**src/rtl/bmp_pkg.sv**
```systemverilog
`timescale 1ns / 1ps

package bmp_pkg;

  typedef enum logic [3:0] {
    OP_WR_PRI     = 4'd0,
    OP_RD_PRI     = 4'd1,
    OP_WR_EXT     = 4'd2,
    OP_RD_EXT     = 4'd3,
    OP_WR_P3      = 4'd4,
    OP_RD_P3      = 4'd5,
    OP_UNLOCK     = 4'd6,
    OP_ALLRAM     = 4'd7,
    OP_REMEMBER   = 4'd8,
    OP_SET_BANK   = 4'd9,
    OP_ALLRAM_OFF = 4'd10
  } op_t;

  typedef enum logic [1:0] {
    KIND_ACK  = 2'd0,
    KIND_PAGE = 2'd1,
    KIND_SLOT = 2'd2
  } kind_t;

  localparam int MaxCmds = 5;

  localparam logic [7:0] ROM_PAGE     = 8'hFF;
  localparam logic [7:0] RESTORE_BANK2 = 8'd5;
  localparam logic [7:0] RESTORE_BANK3 = 8'd2;

  localparam logic [7:0] ALLRAM_ROWS [0:3][0:3] = '{
    '{8'd0, 8'd1, 8'd2, 8'd3},
    '{8'd4, 8'd5, 8'd6, 8'd7},
    '{8'd4, 8'd5, 8'd6, 8'd3},
    '{8'd4, 8'd7, 8'd6, 8'd3}
  };

  typedef struct packed {
    kind_t       kind;
    logic [2:0]  slot;
    logic [7:0]  target;
  } cmd_t;

  typedef struct packed {
    logic        bad_selector;
    logic        lock_state;
    logic        screen_alternate;
    logic [1:0]  rom_choice;
    logic [7:0]  read_data;
  } status_t;

endpackage

```
**src/rtl/banked_memory_paging_ports_core.sv**
```systemverilog
`timescale 1ns / 1ps
// Channel  Group  tdata (low bit up)                              tuser       tlast
// input    s_*    data[7:0]                                       op[3:0]     -
// output   m_*    slot, target, read_data, rom_choice,            kind[1:0]   last
//                 screen_alternate, lock_state, bad_selector
// An accepted transaction is decoded into a result buffer of up to five results (mapping
// commands, or one acknowledge), which then leave at one per cycle while m_tready is high.
// The next transaction is taken in the cycle in which the buffer's final result is taken.
// A stall on m_tready holds the current result and holds s_tready low while results remain.
// Reset (rst, synchronous) clears the paging state and empties the buffer.

module banked_memory_paging_ports_core
  import bmp_pkg::*;
(
  input  logic        clk,
  input  logic        rst,
  input  logic        s_tvalid,
  output logic        s_tready,
  input  logic [7:0]  s_tdata,   // data[7:0]
  input  logic [3:0]  s_tuser,   // op[3:0]
  output logic        m_tvalid,
  input  logic        m_tready,
  output logic [23:0] m_tdata,   // slot[2:0], target[10:3], read_data[18:11],
                                 // rom_choice[20:19], screen_alternate[21],
                                 // lock_state[22], bad_selector[23]
  output logic [1:0]  m_tuser,   // kind[1:0]
  output logic        m_tlast
);

  logic        port_locked, port_locked_next;
  logic [6:0]  top_bank, top_bank_next;
  logic        special_mode, special_mode_next;
  logic [1:0]  rom_sel, rom_sel_next;
  logic        alt_screen, alt_screen_next;

  cmd_t        cmds [MaxCmds];
  cmd_t        cmds_next [MaxCmds];
  logic [2:0]  cnt, cnt_next;
  logic [2:0]  idx;
  status_t     status, status_next;
  logic        out_valid;

  op_t         op;
  logic        accept;
  logic        final_beat;
  logic        do_refresh;
  logic        do_allram;
  logic [1:0]  allram_sel;
  logic [7:0]  rd;
  logic        bad;

  assign op         = op_t'(s_tuser);
  assign final_beat = (idx == cnt - 3'd1);
  assign s_tready   = !out_valid || (m_tready && final_beat);
  assign accept     = s_tvalid && s_tready;

  always_comb begin
    port_locked_next  = port_locked;
    top_bank_next     = top_bank;
    special_mode_next = special_mode;
    rom_sel_next      = rom_sel;
    alt_screen_next   = alt_screen;
    do_refresh        = 1'b0;
    do_allram         = 1'b0;
    allram_sel        = 2'd0;
    rd                = 8'd0;
    bad               = 1'b0;
    for (int i = 0; i < MaxCmds; i++) begin
      cmds_next[i] = '{kind: KIND_ACK, slot: 3'd0, target: 8'd0};
    end
    cnt_next = 3'd1;

    unique case (op)
      OP_WR_PRI: begin
        if (!port_locked) begin
          rom_sel_next    = {rom_sel[1], s_tdata[4]};
          alt_screen_next = s_tdata[3];
          top_bank_next   = {top_bank[6:3], s_tdata[2:0]};
          if (s_tdata[5]) begin
            port_locked_next = 1'b1;
          end
          do_refresh = 1'b1;
        end
      end
      OP_RD_PRI: begin
        rd = {2'b00, port_locked, rom_sel[0], alt_screen, 1'b0, top_bank[1:0]};
      end
      OP_WR_EXT: begin
        top_bank_next = {s_tdata[3:0], top_bank[2:0]};
        do_refresh    = 1'b1;
      end
      OP_RD_EXT: begin
        rd = 8'hFF;
      end
      OP_WR_P3: begin
        if (s_tdata[0]) begin
          do_allram         = 1'b1;
          allram_sel        = s_tdata[2:1];
          special_mode_next = 1'b1;
        end else begin
          rom_sel_next = {s_tdata[2], rom_sel[0]};
          do_refresh   = 1'b1;
        end
      end
      OP_RD_P3: begin
        rd = {5'd0, rom_sel[1], 2'b00};
      end
      OP_UNLOCK: begin
        port_locked_next = 1'b0;
      end
      OP_ALLRAM: begin
        if (s_tdata[7:2] != 6'd0) begin
          bad = 1'b1;
        end else begin
          do_allram  = 1'b1;
          allram_sel = s_tdata[1:0];
        end
      end
      OP_REMEMBER: begin
        top_bank_next = s_tdata[6:0];
      end
      OP_SET_BANK: begin
        top_bank_next = s_tdata[6:0];
        cmds_next[0]  = '{kind: KIND_SLOT, slot: 3'd4, target: {1'b0, s_tdata[6:0]}};
      end
      OP_ALLRAM_OFF: begin
        do_refresh = special_mode;
      end
      default: begin
      end
    endcase

    if (do_refresh) begin
      cmds_next[0]      = '{kind: KIND_PAGE, slot: 3'd0, target: ROM_PAGE};
      cmds_next[1]      = '{kind: KIND_PAGE, slot: 3'd1, target: ROM_PAGE};
      cmds_next[2]      = '{kind: KIND_SLOT, slot: 3'd4, target: {1'b0, top_bank_next}};
      cmds_next[3]      = '{kind: KIND_SLOT, slot: 3'd2, target: RESTORE_BANK2};
      cmds_next[4]      = '{kind: KIND_SLOT, slot: 3'd3, target: RESTORE_BANK3};
      cnt_next          = special_mode ? 3'd5 : 3'd3;
      special_mode_next = 1'b0;
    end

    if (do_allram) begin
      for (int i = 0; i < 4; i++) begin
        cmds_next[i] = '{kind: KIND_SLOT, slot: 3'(i + 1),
                         target: ALLRAM_ROWS[allram_sel][i]};
      end
      cnt_next = 3'd4;
    end

    status_next = '{bad_selector: bad, lock_state: port_locked_next,
                    screen_alternate: alt_screen_next, rom_choice: rom_sel_next,
                    read_data: rd};
  end

  always_ff @(posedge clk) begin
    if (rst) begin
      port_locked  <= 1'b0;
      top_bank     <= 7'd0;
      special_mode <= 1'b0;
      rom_sel      <= 2'd0;
      alt_screen   <= 1'b0;
      out_valid    <= 1'b0;
      idx          <= 3'd0;
      cnt          <= 3'd1;
    end else if (accept) begin
      port_locked  <= port_locked_next;
      top_bank     <= top_bank_next;
      special_mode <= special_mode_next;
      rom_sel      <= rom_sel_next;
      alt_screen   <= alt_screen_next;
      out_valid    <= 1'b1;
      idx          <= 3'd0;
      cnt          <= cnt_next;
    end else if (out_valid && m_tready) begin
      if (final_beat) begin
        out_valid <= 1'b0;
      end else begin
        idx <= idx + 3'd1;
      end
    end
  end

  always_ff @(posedge clk) begin
    if (accept) begin
      cmds   <= cmds_next;
      status <= status_next;
    end
  end

  assign m_tvalid = out_valid;
  assign m_tuser  = cmds[idx].kind;
  assign m_tdata  = {status, cmds[idx].target, cmds[idx].slot};
  assign m_tlast  = final_beat;

`ifndef SYNTHESIS
  a_idx_in_range: assert property (@(posedge clk) disable iff (rst)
    m_tvalid |-> (idx < cnt))
    else $error("result index beyond buffered command count");

  a_ready_only_when_drained: assert property (@(posedge clk) disable iff (rst)
    s_tready |-> (!m_tvalid || (m_tready && m_tlast)))
    else $error("input taken while buffered results remain");

  a_ack_is_single: assert property (@(posedge clk) disable iff (rst)
    (m_tvalid && m_tuser == KIND_ACK) |-> (m_tlast && idx == 3'd0))
    else $error("acknowledge is not a single-result transaction");

  a_bad_only_on_ack: assert property (@(posedge clk) disable iff (rst)
    (m_tvalid && m_tdata[23]) |-> (m_tuser == KIND_ACK))
    else $error("bad selector flagged on a mapping command");
`endif

endmodule
```
**config.mk**
```make
export PLATFORM = sky130hd
export DESIGN_NAME = banked_memory_paging_ports_core
export DESIGN_NICKNAME = d
export VERILOG_FILES = /design/src/rtl/bmp_pkg.sv /design/src/rtl/banked_memory_paging_ports_core.sv
export SDC_FILE = /design/constraint.sdc
export NUM_CORES = 1
export LEC_CHECK = 0
export BUFFER_PORTS_ARGS = -buffer_cell sky130_fd_sc_hd__buf_2
export CORE_UTILIZATION = 25
export CTS_CLUSTER_SIZE = 12
export DETAILED_ROUTE_END_ITERATION = 12
export PLACE_DENSITY = 0.46
export SLEW_MARGIN = 20
export SYNTH_ARGS = -nofsm -noshare
export SYNTH_HDL_FRONTEND = slang
export SYNTH_SLANG_ARGS = --single-unit
```
**constraint.sdc**
```tcl
create_clock -name clk -period 3.28 [get_ports clk]
set_input_delay 0.164 -clock clk [delete_from_list [all_inputs] [get_ports clk]]
set_output_delay 0.164 -clock clk [all_outputs]
set_load 0.05 [all_outputs]
```
* After elaboration in Yosys (flattened, before gate mapping)
Index checks and enable logic that the tools add are counted.
** Cells by class
- Add/subtract/negate cells :: 2
- Magnitude comparators :: 2
- Eq/ne operators :: 11
- Muxes and demuxes :: 39
- Bitwise logic cells :: 3
- Reduce and logical (&&, ||, !) cells :: 17
** Operators with widths (number)
- $mux W65 :: 1
- $bmux W32 S2 :: 1
- $mux W32 :: 2
- $mux W47 :: 1
- $bmux W13 S3 :: 1
- $mux W13 :: 3
- $pmux W8 S3 :: 1
- $pmux W7 S3 :: 1
- $eq A4 B3 Y1 const B :: 4
- $mux W1 :: 16
- $eq A4 B4 Y1 const B :: 3
- $mux W3 :: 4
- $eq A4 B2 Y1 const B :: 2
- $pmux W2 S2 :: 2
- $reduce_bool A2 Y1 :: 4
- $mux W2 :: 3
- $reduce_bool A6 Y1 :: 1
- $reduce_or A2 Y1 :: 3
- $eq A4 B1 Y1 const B :: 1
- $ge A4 B4 Y1 const B :: 1
- $logic_not A4 Y1 :: 1
- $not A3 Y4 :: 1
- $pmux W1 S2 :: 2
- $pmux W1 S4 :: 1
- other kinds (11) :: 14
** Word-level totals
- Register bits :: 97
- Logic and storage cells :: 103

* Depth between registers and ports, before layout
- Word-level depth :: 8
- Gate-level depth with buffers :: 8
- Gate-level depth less buffers :: 7

* Worst setup path before layout
No wires, ideal clock.
- Path kind :: reg-to-output
- Start :: register idx[1]
- End :: output m_tdata[0]
- Arrival time :: 2.776 ns
- Data required time :: 3.116 ns
- Slack :: 0.340 ns
- Stages on the path, launching flop included :: 6
- Buffers on the path :: 2
- Path through :: dfxtp_1 -> clkbuf_1 -> clkbuf_1 -> nor3b_1 -> nand2_1 -> o21ai_0
** Between the ends
- Word-level cells in the longest chain between the ends :: 4
** Ends and longest elaborated chain
- from (decl) :: RTL line banked_memory_paging_ports_core.sv:39 : logic [2:0] idx;
- from (signal assigned) :: RTL line banked_memory_paging_ports_core.sv:179 : idx <= idx + 3'd1;
- $not A3 Y4 (not written as such) :: RTL line banked_memory_paging_ports_core.sv:193 : assign m_tdata = {status, cmds[idx].target, cmds[idx].slot};
- $bmux W13 S3 :: RTL line banked_memory_paging_ports_core.sv:193
- $mux W13 (not written as such) (2 in series) :: RTL line banked_memory_paging_ports_core.sv:193
- to (decl) :: RTL line banked_memory_paging_ports_core.sv:23 : output logic [23:0] m_tdata,
No other way between the ends. The select of a mux whose other input is x is not followed.

* Worst setup path after layout
- Start :: register idx[2]
- End :: register top_bank[0]
** Between the ends
- Word-level cells in the longest chain between the ends :: 4
** Ends and longest elaborated chain
- $eq A3 B3 Y1 :: RTL line banked_memory_paging_ports_core.sv:53 : assign final_beat = (idx == cnt - 3'd1);
- $logic_and A1 B1 Y1 :: RTL line banked_memory_paging_ports_core.sv:54 : assign s_tready = !out_valid || (m_tready && final_beat);
- $logic_or A1 B1 Y1 :: RTL line banked_memory_paging_ports_core.sv:54
- $logic_and A1 B1 Y1 :: RTL line banked_memory_paging_ports_core.sv:55 : assign accept = s_tvalid && s_tready;
- to (signal assigned) :: RTL line banked_memory_paging_ports_core.sv:168 : top_bank <= top_bank_next;
- to (decl) :: RTL line banked_memory_paging_ports_core.sv:31 : logic [6:0] top_bank, top_bank_next;
No other way between the ends.
A chain may end at the register's enable or synchronous reset.

==> impl_metrics.yaml <==
sta:
  slew_headroom: 0.6383
  finalSetupViolations: 0
  max_freq_mhz: 377.3
  fin_crit_sh: 0.8081
  hold_violations: 0
  tightest_slew_ps: 536.9
  skew_ps: 4.048
  min_period_ps: 2651
  fin_tns_setup_ps: 0
  slew_viol_final: 0
  rsz0062_at_grt: "no"
floorplan:
  row_count: 38
  start_util: 0.2567
  fp.coreArea_um2: 10840
  dieHeight_um: 107.5
  io_pins: 45
  die_width_um: 107.5
  die-area_um2: 11560
worst_hold_path:
  hp-class: "in -> reg"
global_routing:
  grt_pass1_wl_um: 10350
  grt_pass1_vias: 1940
  antenna_found_initial: 0
  grt_use_total: 0.1158
  grt_max_degree: 53
  grt_overflow_total: 0
final_layout:
  area_delta_synth_final_pct: 16.50
  final_nets: 328
  n_antenna_cell: 0
  postLayoutCoreUtil: 0.2991
  drive_gt1_frac: 0.2000
pwr:
  p_per_area_nw_per_um2: 515.0
  irDropWorstVdd_v: 0.0001951
  power_leakage_nw: 1.287
setup_path:
  crit_required_ps: 3460
  crit_type: "reg -> reg"
  worst_ep_arrival_time_ps: 2830
  path_cells: "xor3_1 > o41ai_4 > buf_12 > o211a_4 > mux2i_1 > nor2_1"
  critical_path_buf_inv_count: 1
  critical-path-top-delay-family: "compound AO/OA/AOI/OAI gates"
  slowest_delay_ps: 670
  cp_slowest_cell: "dfxtp_1"
  end_kind: "flip-flop"
  cp_max_fo: 52
  cp-start-kind: "flip-flop"
route:
  drt-vias-per-instance: 4.544
  wl_per_cell_um: 14.10
  drt_wl_total_um: 6343
  num_vias: 2045
  ant_nets: 0
  drt_iter0_markers: 111
  drt_pass1_iterations: 4
  drc: 0
synthesis:
  ys_ff_latch: 55
  ys.flop_type: "edfxtp_1"
  syn_area_per_cell_um2: 10.19
  synthesis.area_um2: 2783
  ys_types: 47
  synth-edff-count: 36
  netlist_instances: 273
  synth_top_cell_area_share: 0.3885
  synth_area_leaders: "edfxtp_1 (39%), dfxtp_1 (14%), mux2i_1 (5.4%)"
  yosysTopAreaCell: "edfxtp_1"
  synthArstFlopShare: 0
  syn_nets: 291
  yosysMostFrequentCell: "nor2_1"
  synth.top_cells.by_count: "nor2_1 (38), edfxtp_1 (36), nand2_1 (33), a21oi_1 (19), dfxtp_1 (19)"
  yosys_warnings: 0
  ys_seq_area_frac: 0.5252
clocking:
  clkSlewWorstSetupHoldPaths_ps: 90
  htree_levels: 2
  postCtsSetupBuffers: 0
  root_buffer: "clkbuf_8"
  holdBufCountCts: 0
  cts_sinks: 55
  cts_made_buffers: 5
  cts_resized: 0
  clkLatencyLatePin_ps: 300
  cts_tree: "built"
  clock_path_buffers: 2
placement:
  dpl.hpwl_um: 4425
  portBuffers: 44
  gp_congestion: 0.6962
outcome:
  status: "finished clean"
flow_run:
  maxCapViolCount: 0
state kept, by name, summed over array words and instances (netlist names):
register / cells
alt_screen: 1
cmds: 24
cnt: 3
idx: 3
m_tdata: 12
m_tvalid: 1
port_locked: 1
rom_sel: 2
special_mode: 1
top_bank: 7
through the flow:
stage          cells  hold slack (ps)  instance area, µm²  setup WS [ps]  power (mW)
2_1_floorplan    273            281.4                2783          340.1       1.152
3_3_place_gp     443            413.9                3139          704.4       1.250
3_5_place_dp     443            420.2                3139          621.7       1.250
4_1_cts          450            97.15                3242          601.7       1.690
5_1_grt          450            109.1                3242          424.3       1.747
6_report         450            96.34                3242          629.5       1.670
routing by layer:
metal / routed length [µm] / vias to the layer above / track usage
met5: 0 / - / 0
met2: 2832 / 44 / 0.1799
li1: - / 1044 / -
met3: 219 / 8 / 0.02240
met4: 86 / 0 / 0.03327
met1: 3204 / 949 / 0.1621
cell families (layout without fill, tap and decap cells):
family	Yosys count	count (layout)	share of synthesized area
adder cells (fa/ha/maj)	3	3	0.01259
AO/OA/AOI/OAI	58	58	0.1502
AND/OR/NAND/NOR	106	106	0.1740
buffers and inverters	27	64	0.04271
multiplexers	19	19	0.07419
flip-flops	55	55	0.5252
XOR/XNOR	5	5	0.02113
power breakdown:
part           internal [mW]  switching (mW)  leakage (nW)  total (mW)
Clock                  0.224           0.214        0.0513       0.439
Combinational          0.107           0.293         0.717       0.400
Sequential             0.808          0.0225         0.519       0.831
tightest hold or removal path, cell delays in order:
cell and delay, ps:
buf_2 100, a21oi_1 40, nor2_1 70
path summary, 6_finish.rpt:
path	end	from	cells past startpoint	slack, ps
max	top_bank[0]$_SDFFE_PP0P_	idx[2]$_SDFFE_PP0P_	6	630
min	m_tvalid$_SDFFE_PP0P_	s_tvalid	3	100
max reg2reg	top_bank[0]$_SDFFE_PP0P_	idx[2]$_SDFFE_PP0P_	6	630
min reg2reg	rom_sel[1]$_SDFFE_PP0P_	rom_sel[1]$_SDFFE_PP0P_	2	490
layout by cell type (no fill, tap or decap), types with 7 or more instances in the layout:
master,netlist,layout
nor2_1,38,38
a211oi_1,7,7
dfxtp_1,19,19
a21oi_1,19,19
inv_1,8,8
buf_2,2,44
mux2i_1,15,15
nand2_1,33,33
nand2b_1,8,8
o21a_1,9,9
edfxtp_1,36,36
nor3_1,7,7
final cells by class:
type / count / area, µm²
clock buffers: 6 / 72.57
flip-flops and latches: 55 / 1461
fillers: 1181 / 7599
inverters: 8 / 30.03
clock inverters: 1 / 30.03
repair buffers: 49 / 270.3
multi-input cells: 191 / 1202
well taps: 140 / 175.2
Note: power is estimated with default switching activity, not from simulation.
